File: src/rtl/tfp_pkg.sv
// ----------------------------------------------------------------------------
// tfp_pkg: shared types, constants and functions of the telemetry frame parser
// Holds the register indexes, result status codes, the result record that
// travels to the output stage and the CRC-8 byte update.
// ----------------------------------------------------------------------------
package tfp_pkg;

    // Default longest frame, sync and length bytes included
    localparam int MAX_FRAME_DEF = 64;

    // CRC-8 polynomial, MSB first, initial value zero
    localparam logic [7:0] CRC_POLY = 8'hD5;

    // Reset values of the configuration registers
    localparam logic [7:0] SYNC_RESET    = 8'd200;
    localparam logic [7:0] LINK_RESET    = 8'd20;
    localparam logic [7:0] BATTERY_RESET = 8'd8;

    localparam int CFG_ADDR_W = 2;
    localparam int CFG_DATA_W = 8;

    // Configuration register indexes
    typedef enum logic [CFG_ADDR_W-1:0] {
        REG_SYNC    = 2'd0,
        REG_LINK    = 2'd1,
        REG_BATTERY = 2'd2,
        REG_NONE    = 2'd3
    } tfp_reg_t;

    // Result status codes
    typedef enum logic [1:0] {
        ST_LINK    = 2'd0,
        ST_BATTERY = 2'd1,
        ST_OTHER   = 2'd2,
        ST_CRC_ERR = 2'd3
    } tfp_status_t;

    // Configuration register contents
    typedef struct packed {
        logic [7:0] sync_value;
        logic [7:0] link_type_code;
        logic [7:0] battery_type_code;
    } tfp_cfg_t;

    // One result request
    typedef struct packed {
        tfp_status_t        frame_status;
        logic [7:0]         frame_type;
        logic [7:0]         uplink_rssi;
        logic [7:0]         downlink_rssi;
        logic [7:0]         link_qual;
        logic signed [7:0]  signal_noise;
        logic [15:0]        battery_voltage;
        logic [15:0]        battery_current;
        logic [23:0]        used_capacity;
        logic [7:0]         remaining_percent;
    } tfp_result_t;

    // Output stream widths
    localparam int OUT_DATA_W = 96;
    localparam int OUT_USER_W = 10;

    // Fold one byte into the running CRC-8
    function automatic logic [7:0] crc8_step(input logic [7:0] crc, input logic [7:0] data);
        logic [7:0] c;
        c = crc ^ data;
        for (int k = 0; k < 8; k++)
        begin
            if (c[7])
                c = {c[6:0], 1'b0} ^ CRC_POLY;
            else
                c = {c[6:0], 1'b0};
        end
        return c;
    endfunction

endpackage

File: src/rtl/tfp_cfg_regs.sv
// ----------------------------------------------------------------------------
// tfp_cfg_regs: configuration registers
// Write-only register file holding the sync byte and the two frame type codes.
// ----------------------------------------------------------------------------
module tfp_cfg_regs (
    input  logic                          clk,
    input  logic                          rst_n,
    input  logic                          cfg_wr_en,
    input  logic [tfp_pkg::CFG_ADDR_W-1:0] cfg_addr,
    input  logic [tfp_pkg::CFG_DATA_W-1:0] cfg_wdata,
    output tfp_pkg::tfp_cfg_t             cfg
);
    import tfp_pkg::*;

    tfp_cfg_t cfg_reg;
    tfp_cfg_t cfg_next;

    // Decode the write index; unknown indexes are ignored
    always_comb
    begin
        cfg_next = cfg_reg;
        if (cfg_wr_en)
        begin
            unique case (tfp_reg_t'(cfg_addr))
                REG_SYNC:    cfg_next.sync_value        = cfg_wdata;
                REG_LINK:    cfg_next.link_type_code    = cfg_wdata;
                REG_BATTERY: cfg_next.battery_type_code = cfg_wdata;
                default:     cfg_next = cfg_reg;
            endcase
        end
    end

    always_ff @(posedge clk or negedge rst_n)
    begin
        if (!rst_n)
        begin
            cfg_reg.sync_value        <= SYNC_RESET;
            cfg_reg.link_type_code    <= LINK_RESET;
            cfg_reg.battery_type_code <= BATTERY_RESET;
        end
        else
        begin
            cfg_reg <= cfg_next;
        end
    end

    assign cfg = cfg_reg;

endmodule

File: src/rtl/tfp_in_stage.sv
// ----------------------------------------------------------------------------
// tfp_in_stage: input register
// Captures one received byte per accepted request and holds it for the parser.
// ----------------------------------------------------------------------------
module tfp_in_stage (
    input  logic       clk,
    input  logic       rst_n,
    input  logic       s_tvalid,
    output logic       s_tready,
    input  logic [7:0] s_tdata,
    input  logic       advance,
    output logic       byte_valid,
    output logic [7:0] rx_byte
);
    logic       valid_reg;
    logic [7:0] byte_reg;

    // Take a new byte whenever the held one is consumed or the stage is empty
    assign s_tready = advance;

    always_ff @(posedge clk or negedge rst_n)
    begin
        if (!rst_n)
        begin
            valid_reg <= 1'b0;
        end
        else if (advance)
        begin
            valid_reg <= s_tvalid;
        end
    end

    // Hold the payload byte; no reset needed
    always_ff @(posedge clk)
    begin
        if (advance && s_tvalid)
        begin
            byte_reg <= s_tdata;
        end
    end

    assign byte_valid = valid_reg;
    assign rx_byte    = byte_reg;

endmodule

File: src/rtl/tfp_parse_core.sv
// ----------------------------------------------------------------------------
// tfp_parse_core: frame parser
// Tracks the frame position, length and running CRC, stores frame positions
// 3..10, updates the held telemetry and forms one result per completed frame.
// ----------------------------------------------------------------------------
module tfp_parse_core #(
    parameter int MAX_FRAME = tfp_pkg::MAX_FRAME_DEF
) (
    input  logic                   clk,
    input  logic                   rst_n,
    input  tfp_pkg::tfp_cfg_t      cfg,
    input  logic                   byte_valid,
    input  logic [7:0]             rx_byte,
    input  logic                   out_free,
    output logic                   advance,
    output logic                   res_valid,
    output tfp_pkg::tfp_result_t   res
);
    import tfp_pkg::*;

    localparam int         POS_W   = $clog2(MAX_FRAME);
    localparam logic [7:0] LEN_MAX = 8'(MAX_FRAME - 2);

    logic [POS_W-1:0] pos_reg,  pos_next;
    logic [7:0]       len_reg,  len_next;
    logic [7:0]       crc_reg,  crc_next;
    logic [7:0]       type_reg, type_next;
    logic [7:0]       store_reg [8];
    logic [7:0]       store_next [8];

    logic [7:0]  up_reg,   up_next;
    logic [7:0]  down_reg, down_next;
    logic [7:0]  lq_reg,   lq_next;
    logic [7:0]  snr_reg,  snr_next;
    logic [15:0] volt_reg, volt_next;
    logic [15:0] curr_reg, curr_next;
    logic [23:0] cap_reg,  cap_next;
    logic [7:0]  rem_reg,  rem_next;

    logic        in_frame;
    logic        at_end;
    logic        step;
    logic [7:0]  type_cur;
    logic        in_store;
    logic [2:0]  store_idx;
    tfp_status_t status;

    // Frame end: position reaches length plus one (the CRC byte)
    assign in_frame = (pos_reg != POS_W'(0)) && (pos_reg != POS_W'(1));
    assign at_end   = in_frame && ({1'b0, len_reg} + 9'd1 == 9'(pos_reg));

    // Stall only when this byte completes a frame and the output is full
    assign advance   = !byte_valid || !at_end || out_free;
    assign res_valid = byte_valid && at_end;
    assign step      = byte_valid && advance;

    assign type_cur  = (pos_reg == POS_W'(2)) ? rx_byte : type_reg;
    assign in_store  = (pos_reg >= POS_W'(3)) && (pos_reg <= POS_W'(10));
    assign store_idx = 3'(pos_reg - POS_W'(3));

    // Next parser state
    always_comb
    begin
        pos_next  = pos_reg;
        len_next  = len_reg;
        crc_next  = crc_reg;
        type_next = type_reg;
        for (int i = 0; i < 8; i++)
        begin
            store_next[i] = store_reg[i];
        end
        if (in_frame && in_store)
        begin
            store_next[store_idx] = rx_byte;
        end

        if (pos_reg == POS_W'(0))
        begin
            if (rx_byte == cfg.sync_value)
            begin
                pos_next = POS_W'(1);
                crc_next = 8'd0;
            end
        end
        else if (pos_reg == POS_W'(1))
        begin
            len_next = rx_byte;
            if (rx_byte == 8'd0 || rx_byte > LEN_MAX)
                pos_next = POS_W'(0);
            else
                pos_next = POS_W'(2);
        end
        else
        begin
            type_next = type_cur;
            if (at_end)
            begin
                pos_next = POS_W'(0);
            end
            else
            begin
                crc_next = crc8_step(crc_reg, rx_byte);
                pos_next = pos_reg + POS_W'(1);
            end
        end
    end

    // Classify the completed frame; link wins when both codes match
    always_comb
    begin
        priority if (crc_reg != rx_byte)
            status = ST_CRC_ERR;
        else if (type_cur == cfg.link_type_code)
            status = ST_LINK;
        else if (type_cur == cfg.battery_type_code)
            status = ST_BATTERY;
        else
            status = ST_OTHER;
    end

    // Update the held telemetry from the store, last byte included
    always_comb
    begin
        up_next   = up_reg;
        down_next = down_reg;
        lq_next   = lq_reg;
        snr_next  = snr_reg;
        volt_next = volt_reg;
        curr_next = curr_reg;
        cap_next  = cap_reg;
        rem_next  = rem_reg;
        if (at_end && status == ST_LINK)
        begin
            up_next   = store_next[0];
            down_next = store_next[1];
            lq_next   = store_next[2];
            snr_next  = store_next[3];
        end
        if (at_end && status == ST_BATTERY)
        begin
            volt_next = {store_next[0], store_next[1]};
            curr_next = {store_next[2], store_next[3]};
            cap_next  = {store_next[4], store_next[5], store_next[6]};
            rem_next  = store_next[7];
        end
    end

    always_ff @(posedge clk or negedge rst_n)
    begin
        if (!rst_n)
        begin
            pos_reg  <= '0;
            len_reg  <= '0;
            crc_reg  <= '0;
            type_reg <= '0;
            for (int i = 0; i < 8; i++)
            begin
                store_reg[i] <= '0;
            end
            up_reg   <= '0;
            down_reg <= '0;
            lq_reg   <= '0;
            snr_reg  <= '0;
            volt_reg <= '0;
            curr_reg <= '0;
            cap_reg  <= '0;
            rem_reg  <= '0;
        end
        else if (step)
        begin
            pos_reg  <= pos_next;
            len_reg  <= len_next;
            crc_reg  <= crc_next;
            type_reg <= type_next;
            for (int i = 0; i < 8; i++)
            begin
                store_reg[i] <= store_next[i];
            end
            up_reg   <= up_next;
            down_reg <= down_next;
            lq_reg   <= lq_next;
            snr_reg  <= snr_next;
            volt_reg <= volt_next;
            curr_reg <= curr_next;
            cap_reg  <= cap_next;
            rem_reg  <= rem_next;
        end
    end

    // Result record for the output stage
    always_comb
    begin
        res.frame_status      = status;
        res.frame_type        = type_cur;
        res.uplink_rssi       = up_next;
        res.downlink_rssi     = down_next;
        res.link_qual         = lq_next;
        res.signal_noise      = snr_next;
        res.battery_voltage   = volt_next;
        res.battery_current   = curr_next;
        res.used_capacity     = cap_next;
        res.remaining_percent = rem_next;
    end

endmodule

File: src/rtl/tfp_out_stage.sv
// ----------------------------------------------------------------------------
// tfp_out_stage: result register
// Holds one result request until the downstream side takes it and packs the
// fields onto the output stream.
// ----------------------------------------------------------------------------
module tfp_out_stage (
    input  logic                              clk,
    input  logic                              rst_n,
    input  logic                              res_valid,
    input  tfp_pkg::tfp_result_t              res,
    output logic                              out_free,
    output logic                              m_tvalid,
    input  logic                              m_tready,
    output logic [tfp_pkg::OUT_DATA_W-1:0]    m_tdata,
    output logic [tfp_pkg::OUT_USER_W-1:0]    m_tuser
);
    import tfp_pkg::*;

    logic        valid_reg;
    tfp_result_t res_reg;

    // Register is free when empty or being drained this cycle
    assign out_free = !valid_reg || m_tready;

    always_ff @(posedge clk or negedge rst_n)
    begin
        if (!rst_n)
        begin
            valid_reg <= 1'b0;
        end
        else if (out_free)
        begin
            valid_reg <= res_valid;
        end
    end

    always_ff @(posedge clk)
    begin
        if (out_free && res_valid)
        begin
            res_reg <= res;
        end
    end

    // Pack the stream fields, uplink_rssi in the lowest bits
    assign m_tvalid = valid_reg;
    assign m_tuser  = {res_reg.frame_type, res_reg.frame_status};
    assign m_tdata  = {res_reg.remaining_percent,
                       res_reg.used_capacity,
                       res_reg.battery_current,
                       res_reg.battery_voltage,
                       res_reg.signal_noise,
                       res_reg.link_qual,
                       res_reg.downlink_rssi,
                       res_reg.uplink_rssi};

endmodule

File: src/rtl/telemetry_frame_parser.sv
// ----------------------------------------------------------------------------
// telemetry_frame_parser: serial telemetry frame parser
// Path: a completed frame's CRC byte is captured by the input register, and its
// result is then captured by the result register, which drives the output.
// Throughput: one byte per cycle; the parser stalls input only when a byte
// ends a frame while the result register still holds an untaken result.
// Reset: asynchronous, active low; hunting for sync, held telemetry zero,
// registers at protocol defaults.
// ----------------------------------------------------------------------------
module telemetry_frame_parser #(
    parameter int MAX_FRAME = tfp_pkg::MAX_FRAME_DEF
) (
    input  logic                              clk,
    input  logic                              rst_n,
    // Input stream
    input  logic                              s_tvalid,
    output logic                              s_tready,
    input  logic [7:0]                        s_tdata,   // [7:0] rx_byte
    // Output stream
    output logic                              m_tvalid,
    input  logic                              m_tready,
    // [7:0] uplink_rssi, [15:8] downlink_rssi, [23:16] link_qual,
    // [31:24] signal_noise, [47:32] battery_voltage, [63:48] battery_current,
    // [87:64] used_capacity, [95:88] remaining_percent
    output logic [tfp_pkg::OUT_DATA_W-1:0]    m_tdata,
    // [1:0] frame_status, [9:2] frame_type
    output logic [tfp_pkg::OUT_USER_W-1:0]    m_tuser,
    // Configuration write port
    input  logic                              cfg_wr_en,
    input  logic [tfp_pkg::CFG_ADDR_W-1:0]    cfg_addr,
    input  logic [tfp_pkg::CFG_DATA_W-1:0]    cfg_wdata
);
    import tfp_pkg::*;

    tfp_cfg_t    cfg;
    tfp_result_t res;
    logic        advance;
    logic        byte_valid;
    logic [7:0]  rx_byte;
    logic        res_valid;
    logic        out_free;

    tfp_cfg_regs u_cfg (
        .clk       (clk),
        .rst_n     (rst_n),
        .cfg_wr_en (cfg_wr_en),
        .cfg_addr  (cfg_addr),
        .cfg_wdata (cfg_wdata),
        .cfg       (cfg)
    );

    tfp_in_stage u_in (
        .clk        (clk),
        .rst_n      (rst_n),
        .s_tvalid   (s_tvalid),
        .s_tready   (s_tready),
        .s_tdata    (s_tdata),
        .advance    (advance),
        .byte_valid (byte_valid),
        .rx_byte    (rx_byte)
    );

    tfp_parse_core #(
        .MAX_FRAME (MAX_FRAME)
    ) u_core (
        .clk        (clk),
        .rst_n      (rst_n),
        .cfg        (cfg),
        .byte_valid (byte_valid),
        .rx_byte    (rx_byte),
        .out_free   (out_free),
        .advance    (advance),
        .res_valid  (res_valid),
        .res        (res)
    );

    tfp_out_stage u_out (
        .clk       (clk),
        .rst_n     (rst_n),
        .res_valid (res_valid),
        .res       (res),
        .out_free  (out_free),
        .m_tvalid  (m_tvalid),
        .m_tready  (m_tready),
        .m_tdata   (m_tdata),
        .m_tuser   (m_tuser)
    );

endmodule

File: config.mk
export PLATFORM = sky130hd
export DESIGN_NAME = telemetry_frame_parser
export DESIGN_NICKNAME = d
export VERILOG_FILES = /design/src/rtl/tfp_pkg.sv /design/src/rtl/tfp_cfg_regs.sv /design/src/rtl/tfp_in_stage.sv /design/src/rtl/tfp_parse_core.sv /design/src/rtl/tfp_out_stage.sv /design/src/rtl/telemetry_frame_parser.sv
export SDC_FILE = /design/constraint.sdc
export NUM_CORES = 1
export LEC_CHECK = 0
export BUFFER_PORTS_ARGS = -buffer_cell sky130_fd_sc_hd__buf_2
export CAP_MARGIN = 10
export CORE_ASPECT_RATIO = 0.5
export CORE_UTILIZATION = 60
export CTS_CLUSTER_SIZE = 30
export DETAILED_ROUTE_END_ITERATION = 7
export GPL_ROUTABILITY_DRIVEN = 0
export PLACE_DENSITY = 0.83
export SETUP_SLACK_MARGIN = 0.15
export SYNTH_ARGS = -nofsm -noshare
export SYNTH_HDL_FRONTEND = slang
export SYNTH_SLANG_ARGS = --single-unit
File: constraint.sdc
create_clock -name clk -period 8.8 [get_ports clk]
set_input_delay 1.32 -clock clk [delete_from_list [all_inputs] [get_ports clk]]
set_output_delay 1.32 -clock clk [all_outputs]
set_load 0.01 [all_outputs]
Word level (Yosys, flattened, before mapping)
Cells that the tools add are included.
Widths: inputs -> output; s select.

storage, ports and cells
  register bits after elaboration = 330
  bits of input ports = 23
  output and inout bits = 108
  word-level logic and storage cells = 154

operators by class
  $add $sub $neg = 3
  order comparisons = 5
  equality and inequality tests = 14
  muxes and demuxes = 54
  bitwise gates (word level) = 12
  reductions and logical operators = 30

operators by type and width
  kind                 count
  $mux 8               40
  $bwmux 64            1
  $mux 64              1
  $not 5->5            8
  $mux 16              2
  $demux 8 s3          1
  $eq 8x8->1           3
  $mux 24              1
  $mux 6               4
  $logic_and 1x1->1    11
  $add 8x1->9 const B  1
  $eq 9x6->1           1
  $gt 8x6->1 const B   1
  $logic_not 8->1      1
  $mux 2               4
  $ne 8x8->1           1
  $reduce_and 2->1     4
  $xor 8x8->8          1
  $add 6x1->6 const B  1
  $eq 6x1->1 const B   1
  $eq 6x2->1 const B   1
  $ge 6x2->1 const B   1
  $le 6x4->1 const B   1
  $logic_not 6->1      1
  16 further kinds     26

Logic depth before layout (Yosys ltp)
Gate-level depths: netlist (run 1).

  depth after elaboration = 41
  mapped depth = 12
  mapped depth without buffers = 9

By module
From an unflattened synthesis (run 1), not the netlist that was laid out.

unflattened totals
  cell total of the unflattened synthesis = 999
  area, all modules = 15056.9 µm²

by module, submodules not included
  module          instances  cells an instance  area each (µm²)  sequential area each (µm²)
  tfp_parse_core  1          826                10605.2          4754.6
  tfp_out_stage   1          110                3236.9           3208.1
  tfp_cfg_regs    1          51                 919.6            608.1
  tfp_in_stage    1          12                 295.3            265.3

Worst setup path after synthesis (run 1)
OpenSTA, ideal clock, no wires.

  path type = reg-to-reg
  from = reg u_core.len_reg[0]
  to = reg u_out.res_reg, in the netlist u_out.m_tdata[0] (enable)
  library setup time = 0.572 ns
  arrival time = 6.316 ns
  data required time = 8.228 ns
  setup slack = 1.911 ns
  cell stages (with the launch flop) = 8
  buffers on the path = 0
  period minus slack after synthesis = 6.889 ns
  cell sequence = dfrtp_1 -> ha_1 -> o21ba_2 -> a221o_1 -> a221oi_1 -> o21a_1 -> nand3_1 -> nor2_1

between the ends
  longest elaborated chain between the ends = 5

RTL lines
  item                    RTL line               source
  from (decl)             tfp_parse_core.sv:25   logic [7:0] len_reg, len_next;
  from (signal assigned)  tfp_parse_core.sv:172  len_reg <= len_next;
  $add 8x1->9             tfp_parse_core.sv:50   assign at_end = in_frame && ({1'b0, len_reg} + 9'd1 == 9'(pos_reg));
  $eq 9x6->1              tfp_parse_core.sv:50
  $logic_and 1x1->1       tfp_parse_core.sv:50
  $logic_and 1x1->1       tfp_parse_core.sv:54   assign res_valid = byte_valid && at_end;
  $logic_and 1x1->1       tfp_out_stage.sv:39    if (out_free && res_valid)
  to (signal assigned)    tfp_out_stage.sv:41    res_reg <= res;
  to (decl)               tfp_out_stage.sv:20    tfp_result_t res_reg;

Every way passes these cells.
A chain may end at the register's enable or synchronous reset.

Final worst setup path (run 1)
  from = reg u_core.len_reg[0]
  to = out s_tready

between the ends
  longest elaborated chain between the ends = 6

RTL lines
  item                           RTL line                      source
  $add 8x1->9                    tfp_parse_core.sv:50
  $eq 9x6->1                     tfp_parse_core.sv:50
  $logic_and 1x1->1              tfp_parse_core.sv:50
  $logic_not 1->1                tfp_parse_core.sv:53          assign advance = !byte_valid || !at_end || out_free;
  $logic_or 1x1->1 (2 in a row)  tfp_parse_core.sv:53
  to (decl)                      telemetry_frame_parser.sv:17  output logic s_tready,

Every way passes these cells.

==> metrics.txt, run 1 <==
status=finished clean; critical path arrival=roughly 3.3 ns; crit-path max FO=8; most frequent cell after synthesis=mux2_2; clk buf depth=3; Largest register FFs=96; dominant cell type by area after synthesis=dfrtp_1; first-pass GRT wire length=roughly 50 mm; Leak=about 7.2 nW; Avg WL per Cell=20.4 um; Final Hold Fails=0; Tmin final=4.58 ns; # resized after CTS=0; Slew Limit Fails=0; proportion of layout cells with a drive suffix above 1=approximately 46%; Critical Path Sink Type=primary output; Ys Warns=0; die area=between 0.02 and 0.03 mm^2; Slew HR=about a fifth; Setup TNS=0 ns; Detail Route Antenna Nets=0; Layout Nets=about 1200; synthesized area per cell=between 10 and 15 um^2; initial DRC count=between 600 and 700; IR drop worst, VDD=0.000146 V; hpwl dp=19.1 mm; post-synthesis cell area=0.0150 mm^2; RSZ-0062 raised after global routing=false; Post-CTS Setup Bufs=0; grt ovf=0; sequential-to-total area share from yosys stat=59.1%; Max Cap Violations=0; ys flop type=dfrtp_1; min-delay worst type=flop to flop; # setup viols final=0; Post-Syn Instances=~1000; row count=40; drt drc=0; delay-heaviest family, CP=compound AO/OA/AOI/OAI gates; via count=between 8000 and 9000; clock skew=0.0171 ns; Critical Path RT=~7.5 ns; Commonest cells post-synth=325 x mux2_2, 210 x dfrtp_1, 114 x edfxtp_1; Ports=about 130; H-tree levels=1; Storage cell area=around 0.009 mm^2; chip height=between 100 and 150 um; IO Port Bufs=130; clock sink count=330; CTS buffer count=29; Area growth syn-to-layout=12.0%; Die W=approximately 230 um; initial antenna violation count=0; Fmax=around 0.22 GHz; top cells by area, synth=dfrtp_1 35%, mux2_2 24%, edfxtp_1 23%, mux2_1 2.3%, xnor2_1 1.8%; Starting Density=~60%; Clock Latency Late Sink=between 0.5 and 0.6 ns; total track usage=between 20% and 30%; slowest stage delay, CP=approximately 0.43 ns; CP Cell Sequence=ha_1, o21ba_2, a221o_1, a221oi_1, o21a_1, nand3_1, nor2_1, inv_1, buf_2; Filler cells=1626; PwrDens=231 mW/mm^2; antenna diode instance count=0; worst path bufs/invs=2; Worst Max-Slew Pin Slew=1.22 ns; Slowest-stage cell, CP=dfrtp_1; syn_nets=about 1000; cts hold-fix bufs=0; Synth top area share=a little over a third; Synth Register Bits=330; Netlist cell types=63; area of the multi-input gates=between 0.005 and 0.006 mm^2; asr flop ratio synth=65.5%; TritonRoute pass-1 iters=5; kind of critical path=flop to primary output; fin crit share=a little over half; routed vias/inst=5.82; root buf cell=clkbuf_16; vias in the first global route=8989; Clock transition at path regs=0.07 ns; Core ar.=between 0.02 and 0.025 mm^2; CP startpoint kind=flop; CTS tree=done; hold_ws=0.482 ns; maximum number of pins on one net before global-route repair=roughly 100; DRT Wirelength=about 30 mm; number of synthesized flops with an enable pin=approximately 110
-- per-layer routing --
metal	vias up	GRT usage, %	share of wire [%]
met4	0	5.35	1.6
met3	44	4.12	5.4
met1	4453	34.9	45
met2	256	39.9	48
li1	3909	-	-
met5	-	0	0
-- final timing paths --
kind                               startpoint                  to  slack [ns]  cells past startpoint
setup / recovery            u_core.len_reg[0]            s_tready        4.22                      9
hold / removal             u_core.volt_reg[5]  u_core.volt_reg[5]        0.48                      1
setup reg to reg              u_in.rx_byte[5]   u_core.rem_reg[5]        4.31                      6
hold reg to reg            u_core.volt_reg[5]  u_core.volt_reg[5]        0.48                      1
max in group asynchronous               rst_n   u_core.rem_reg[3]        5.84                      3
min in group asynchronous               rst_n   u_core.snr_reg[0]        0.82                      1
-- cells in the final DEF (no fill, tap or decap), drive strengths merged, types with 8 or more instances in the layout --
master / n
clkbuf: 44
nor2: 24
and3: 8
inv: 28
nand4: 10
xor2: 20
o21ai: 31
nor2b: 8
edfxtp: 114
xnor2: 32
nand2: 21
buf: 142
mux2: 356
nand3: 16
dfrtp: 210
-- through the flow --
step                cell area (um^2)  util, %  power [mW]  setup slack [ns]  cells
finish                         16700     69.1        3.86              4.22   1489
global route                   16700     69.1        4.03              3.96   1489
CTS                            16700     69.1        3.87              4.23   1489
detailed placement             15800     65.3        2.63              4.43   1435
global placement               15800     65.3        2.58              4.45   1435
floorplan                      15000        -        2.44              1.91   1009
-- where the power goes --
group | total, mW | internal (mW) | switching, mW
sequential | 1.85 | 1.73 | 0.124
combinational | 0.762 | 0.357 | 0.405
clock | 1.25 | 0.696 | 0.552
total | 3.86 | 2.78 | 1.08
-- worst reg2reg max path: cells and delay by family (launching register included) --
kind                   cells  cell delay, ns
AND/OR/NAND/NOR            3            1.96
flip-flops                 1            1.02
buffers and inverters      1            0.66
multiplexers               1            0.45
XOR/XNOR                   1            0.27
-- logic make-up after synthesis --
logic type / after synthesis / share of synthesized area [%]
DFF: 330 / 59.1
xor gates and xnor gates: 52 / 3.10
muxes: 358 / 27.0
adders and majority gates: 6 / 0.502
and+or+nand+nor: 119 / 4.54
buffers and inverters: 79 / 2.89
AOI/OAI and AO/OA: 65 / 2.94
-- layout make-up --
| cell class | count | area share [%] |
|---|---|---|
| clock inverters | 11 | 0.665 |
| inverters | 26 | 0.583 |
| multi-input cells | 600 | 34.1 |
| well taps | 336 | 2.51 |
| flip-flops and latches | 330 | 52.8 |
| repair buffers | 143 | 4.52 |
| clock buffers | 43 | 4.83 |
No activity file was read; power rests on OpenSTA's default activity.
==> run 2, diff against run 1 <==
--- a/config.mk
+++ b/config.mk
@@ -8,11 +8,11 @@
 export BUFFER_PORTS_ARGS = -buffer_cell sky130_fd_sc_hd__buf_2
 export CAP_MARGIN = 10
 export CORE_ASPECT_RATIO = 0.5
-export CORE_UTILIZATION = 60
+export CORE_UTILIZATION = 54
 export CTS_CLUSTER_SIZE = 30
 export DETAILED_ROUTE_END_ITERATION = 7
 export GPL_ROUTABILITY_DRIVEN = 0
-export PLACE_DENSITY = 0.83
+export PLACE_DENSITY = 0.79
 export SETUP_SLACK_MARGIN = 0.15
 export SYNTH_ARGS = -nofsm -noshare
 export SYNTH_HDL_FRONTEND = slang
==> constraint.sdc (replaced) <==
create_clock -name clk -period 3.8 [get_ports clk]
set_input_delay 0.57 -clock clk [delete_from_list [all_inputs] [get_ports clk]]
set_output_delay 0.57 -clock clk [all_outputs]
set_load 0.01 [all_outputs]
==> run 2 against run 1 <==
  * Clock skew increased by 0.0061 ns
  * Register-to-register slack got worse by 4.0 ns
  * Critical path depth increased by 1
  * Critical endpoint is now u_out.m_tdata[80]
  * Highest routed layer unchanged
==> metrics.txt, run 2 (same netlist as run 1, synthesis figures left out) <==
Tmin final=3.49 ns; crit-path max FO=32 (was 8); clock sink count=330 (unchanged); Starting Density=55.8% (was 61.7%); clk buf depth=3 (unchanged); grt ovf=0 (unchanged); chip height=120 um (was 114 um); most common cell after layout, fill and taps aside=mux2_2 (unchanged); Avg WL per Cell=20.8 um (was 20.4 um); commonest non-fill, non-tap cells in the layout=325 x mux2_2, 210 x dfrtp_1, 130 x buf_2 (was 325 x mux2_2, 210 x dfrtp_1, 129 x buf_2); RSZ-0062 raised after global routing=false (unchanged); PwrDens=538 mW/mm^2 (was 231 mW/mm^2); Largest register FFs=96 (unchanged); Leak=7.39 nW (was 7.20 nW); Worst Max-Slew Pin Slew=0.901 ns (was 1.22 ns); proportion of layout cells with a drive suffix above 1=48.0% (was 46.3%); Reg2Reg Setup Slack=0.31 ns (was 4.31 ns); reg2reg start=u_core.pos_reg[0] (was u_in.rx_byte[5]); antenna diode instance count=0 (unchanged); DRT Wirelength=31.8 mm (was 30.4 mm); Setup TNS=0 ns (unchanged); Critical Path RT=4.12 ns (was 7.48 ns); row count=42 (was 40); first-pass GRT wire length=50.9 mm (was 48.8 mm); Critical Path Sink Type=flop (was primary output); maximum number of pins on one net before global-route repair=106 (was 99); clock skew=0.0231 ns (was 0.0171 ns); root buf cell=clkbuf_16 (unchanged); Core ar.=0.0268 mm^2 (was 0.0242 mm^2); Area growth syn-to-layout=14.7% (was 12.0%); initial antenna violation count=0 (unchanged); min-delay worst type=primary input to asynchronous set/reset pin (was flop to flop); status=finished clean (unchanged); Die W=237 um (was 225 um); Worst R2R Path Depth=10 (was 6); hpwl dp=20.5 mm (was 19.1 mm); routed vias/inst=5.70 (was 5.82); Slew Limit Fails=0 (unchanged); Filler cells=1868 (was 1626); Fmax=roughly 0.29 GHz; Layout Nets=1183 (was 1159); Final Hold Fails=0 (unchanged); CTS tree=done (unchanged); CP startpoint kind=flop (unchanged); Slew HR=39.9% (was 18.8%); via count=8716 (was 8662); placed inst area=0.0161 mm^2 (was 0.0158 mm^2); Detail Route Antenna Nets=0 (unchanged); FF-to-FF End=u_out.m_tdata[80] (was u_core.rem_reg[5]); vias in the first global route=9259 (was 8989); die area=0.0284 mm^2 (was 0.0256 mm^2); drt drc=0 (unchanged); IR drop worst, VDD=0.000386 V (was 0.000146 V); # setup viols final=0 (unchanged); Clock Latency Late Sink=0.58 ns (was 0.57 ns); IO Port Bufs=130 (unchanged); H-tree levels=1 (unchanged); total track usage=22.9% (was 24.5%); TritonRoute pass-1 iters=6 (was 5); initial DRC count=829 (was 612); Ports=131 (unchanged); Max Cap Violations=0 (unchanged); Clock transition at path regs=0.07 ns (about the same); critical path arrival=3.81 ns (was 3.26 ns); fin crit share=between 90% and 100%; CTS buffer count=30 (was 29); kind of critical path=flop to flop (was flop to primary output); Layout Cell Area excl Fill=0.0172 mm^2 (was 0.0167 mm^2)
==> run 2: how the worst max path moves through the flow <==
stage	startpoint	to	slack, ns	cells past startpoint
floorplan	u_core.len_reg[0]	u_out.m_tdata[0]	0.05	7
global placement	u_core.pos_reg[0]	u_out.m_tdata[40]	0.43	9
detailed placement	u_core.pos_reg[0]	u_out.m_tdata[64]	0.33	9
CTS	u_core.pos_reg[0]	u_out.m_tdata[74]	0.32	9
global route	u_core.pos_reg[0]	u_out.m_tdata[80]	0.15	10
finish	u_core.pos_reg[0]	u_out.m_tdata[80]	0.31	10
==> run 2: per-stage QoR <==
| stage | cells | setup WS (ns) | total power, mW | util, % | hold WS (ns) |
|---|---|---|---|---|---|
| 6_report | 1530 | 0.310 | 9.22 | 64.0 | 0.0802 |
| 5_1_grt | 1530 | 0.154 | 9.65 | 64.0 | 0.136 |
| 4_1_cts | 1527 | 0.321 | 9.26 | 63.9 | 0.135 |
| 3_5_place_dp | 1471 | 0.334 | 6.13 | 60.1 | 0.474 |
| 3_3_place_gp | 1471 | 0.434 | 6.01 | 60.1 | 0.464 |
| 2_1_floorplan | 1009 | 0.0542 | 5.66 | - | 0.274 |
==> run 2: repair_timing <==
item,in CTS,in global routing
hold buffers,0,0
buffers inserted,0,1
setup endpoints to repair,0,64
resized for setup,0,4
hold endpoints to repair,0,0
==> run 2: power breakdown <==
part	internal [mW]	switching [mW]	leakage, nW
Sequential	4.01	0.284	3.76
Combinational	0.848	0.959	3.15
Clock	1.80	1.33	0.490
==> run 2: routing by layer <==
metal / up-vias / part of all wire (%) / GRT usage (%)
li1: 3977 / - / -
met1: 4436 / 43 / 30.9
met2: 242 / 49 / 38.9
met3: 61 / 5.5 / 4.07
met4: 0 / 2.1 / 5.32
met5: - / 0 / 0
==> run 2: layout make-up <==
type	instances	area, um^2	share of cell area [%]
clock buffer	42	827	4.82
clock inverter	14	189	1.10
inverter	26	97.6	0.569
multi-input combinational	600	5750	33.5
sequential	330	8840	51.5
tap	352	440	2.57
timing repair buffer	166	1010	5.91
==> run 2: critical path, stage by stage (launching register included) <==
cell and delay, ns:
dfrtp_1 0.53, inv_1 0.14, ha_1 0.29, nand2_4 0.18, mux2i_1 0.21, a222oi_1 0.40
nand4_2 0.28, nor4b_4 0.34, buf_4 0.19, buf_8 0.28, mux2_2 0.38
==> run 3, diff against run 2 <==
--- a/config.mk
+++ b/config.mk
@@ -8,11 +8,11 @@
 export BUFFER_PORTS_ARGS = -buffer_cell sky130_fd_sc_hd__buf_2
 export CAP_MARGIN = 10
 export CORE_ASPECT_RATIO = 0.5
-export CORE_UTILIZATION = 54
+export CORE_UTILIZATION = 64
 export CTS_CLUSTER_SIZE = 30
 export DETAILED_ROUTE_END_ITERATION = 7
 export GPL_ROUTABILITY_DRIVEN = 0
-export PLACE_DENSITY = 0.79
+export PLACE_DENSITY = 0.88
 export SETUP_SLACK_MARGIN = 0.15
 export SYNTH_ARGS = -nofsm -noshare
 export SYNTH_HDL_FRONTEND = slang
==> constraint.sdc (replaced) <==
create_clock -name clk -period 4.05 [get_ports clk]
set_input_delay 0.6075 -clock clk [delete_from_list [all_inputs] [get_ports clk]]
set_output_delay 0.6075 -clock clk [all_outputs]
set_load 0.01 [all_outputs]
==> run 3 against run 2 <==
  * Die area is 15% lower
  * First-iteration DRC count is 8.8% lower
  * Worst hold slack better by 0.064 ns
  * Critical path depth is 1 lower
  * Sequential power is 5.8% lower
  * Utilization is 9.8 points higher
  * Clock power is 18% lower
  * Global-route usage is 4.2 points higher
  * Combinational power is 6% lower
  * Clock-buffer cell count is 1 higher
==> metrics.txt, run 3 (same netlist as run 1, synthesis figures left out) <==
grt ovf=0 (unchanged); Detail Route Antenna Nets=0 (unchanged); Critical Path Sink Type=primary output (was flop); first-pass GRT wire length=50.3 mm (was 50.9 mm); status=finished clean (unchanged); metal1 wirelength=14.1 mm (was 13.8 mm); critical path arrival=3.11 ns (was 3.81 ns); total track usage=27.1% (was 22.9%); DRT Wirelength=31.6 mm (was 31.8 mm); PwrDens=493 mW/mm^2 (was 538 mW/mm^2); clock skew=0.0205 ns (was 0.0231 ns); Layout Cell Area excl Fill=0.0169 mm^2 (was 0.0172 mm^2); most common cell after layout, fill and taps aside=mux2_2 (unchanged); TritonRoute pass-1 iters=5 (was 6); filler-free cell count of the finished design=1476 (was 1530); Leak=7.29 nW (was 7.39 nW); Max Cap Violations=0 (unchanged); via count=8909 (was 8716); Slew Limit Fails=0 (unchanged); crit-path max FO=8 (was 32); Layout Nets=1176 (was 1183); row count=39 (was 42); chip height=110 um (was 120 um); Critical Path RT=3.44 ns (was 4.12 ns); maximum number of pins on one net before global-route repair=107 (was 106); placed inst area=0.0160 mm^2 (was 0.0161 mm^2); drt drc=0 (unchanged); Ports=131 (unchanged); Util after Layout=73.8% (was 64.0%); Tmin final=3.72 ns; hpwl dp=20.4 mm (was 20.5 mm); antenna diode instance count=0 (unchanged); IR drop worst, VDD=0.000304 V (was 0.000386 V); routed wl met3=1.65 mm (was 1.76 mm); Storage cell area=0.00884 mm^2 (unchanged); proportion of layout cells with a drive suffix above 1=47.5% (was 48.0%); Core ar.=0.0229 mm^2 (was 0.0268 mm^2); CTS buffer count=28 (was 30); Setup TNS=0 ns (unchanged); commonest non-fill, non-tap cells in the layout=325 x mux2_2, 210 x dfrtp_1, 129 x buf_2 (was 325 x mux2_2, 210 x dfrtp_1, 130 x buf_2); Clock Latency Late Sink=0.56 ns (was 0.58 ns); vias in the first global route=9139 (was 9259); RSZ-0062 raised after global routing=false (unchanged); routed vias/inst=6.04 (was 5.70); Largest register FFs=96 (unchanged); root buf cell=clkbuf_16 (unchanged); Slew HR=26.5% (was 39.9%); die area=0.0240 mm^2 (was 0.0284 mm^2); clock sink count=330 (unchanged); Worst Max-Slew Pin Slew=1.10 ns (was 0.901 ns); area of the multi-input gates=0.00572 mm^2 (was 0.00575 mm^2); initial antenna violation count=0 (unchanged); Filler cells=1389 (was 1868); cts hold-fix bufs=0 (unchanged); # setup viols final=0 (unchanged); kind of critical path=flop to primary output (was flop to flop); H-tree levels=1 (unchanged); IO Port Bufs=130 (unchanged); initial DRC count=756 (was 829); Avg WL per Cell=21.4 um (was 20.8 um); fin crit share=between 90% and 100%; CP startpoint kind=flop (unchanged); max layer used=met4 (unchanged); Die W=218 um (was 237 um); Clock transition at path regs=0.06 ns (was 0.07 ns); metal2 WL=15.2 mm (was 15.6 mm); Starting Density=65.4% (was 55.8%); Fmax=0.269 GHz; Final Hold Fails=0 (unchanged); clk buf depth=3 (unchanged); CTS tree=done (unchanged); Area growth syn-to-layout=12.9% (was 14.7%); min-delay worst type=primary input to asynchronous set/reset pin (unchanged); DP Cell Count=1419 (was 1471)
[run 3: cell types whose count changed in the layout (fill, tap and decap cells not counted), sizes merged]
| cell | change |
|---|---|
| buf | -4 |
| bufinv | -4 |
| clkinv | -1 |
[run 3: layout make-up]
type                       instances  area share [%]
clock buffer                      43            4.85
clock inverter                     9           0.356
inverter                          26           0.578
multi-input combinational        600            33.9
sequential                       330            52.3
tap                              307            2.27
timing repair buffer             161            5.73
[run 3: metrics by stage]
stage	hold slack, ns	total power, mW	worst slack, ns
floorplan	0.312	5.30	0.166
CTS	0.197	8.33	0.259
finish	0.144	8.32	0.331
detailed placement	0.476	5.75	0.272
global route	0.203	8.70	0.200
global placement	0.462	5.61	0.420
[run 3: layer usage]
metal | GRT usage (%) | up-vias
met3 | 4.44 | 67
met5 | 0 | -
met1 | 38.1 | 4597
li1 | - | 3960
met2 | 44.8 | 285
met4 | 6.64 | 0
[run 3: timing repair]
item,4_1_cts,5_1_grt
setup endpoints to repair,0,103
buffers inserted,0,5
resized for setup,0,3
[run 3: path summary, 6_finish.rpt]
check	cells past startpoint	to	start	slack (ns)
min reg2reg	1	u_core.cap_reg[11]	u_core.cap_reg[11]	0.49
max	9	s_tready	u_core.len_reg[0]	0.33
min	1	u_core.cap_reg[11]	rst_n	0.14
min in group clk	1	u_in.rx_byte[0]	s_tdata[0]	0.22
max reg2reg	8	u_out.m_tdata[3]	u_core.pos_reg[3]	0.33
max in group asynchronous	2	u_cfg.cfg[3]	rst_n	2.88
[run 3: where the power goes]
| group | total (mW) | internal (mW) | switching [mW] |
|---|---|---|---|
| Combinational | 1.70 | 0.784 | 0.913 |
| Sequential | 4.04 | 3.76 | 0.283 |
| Clock | 2.58 | 1.40 | 1.19 |
| Total | 8.32 | 5.94 | 2.38 |
[run 3: critical path, cell delays in order, from the launching register on]
cell,delay (ns)
dfrtp_1,0.44
ha_1,0.29
o21ba_2,0.23
a221o_1,0.34
a221oi_1,0.33
o21a_2,0.31
nand3_2,0.15
nor2_1,0.26
inv_1,0.06
buf_2,0.14
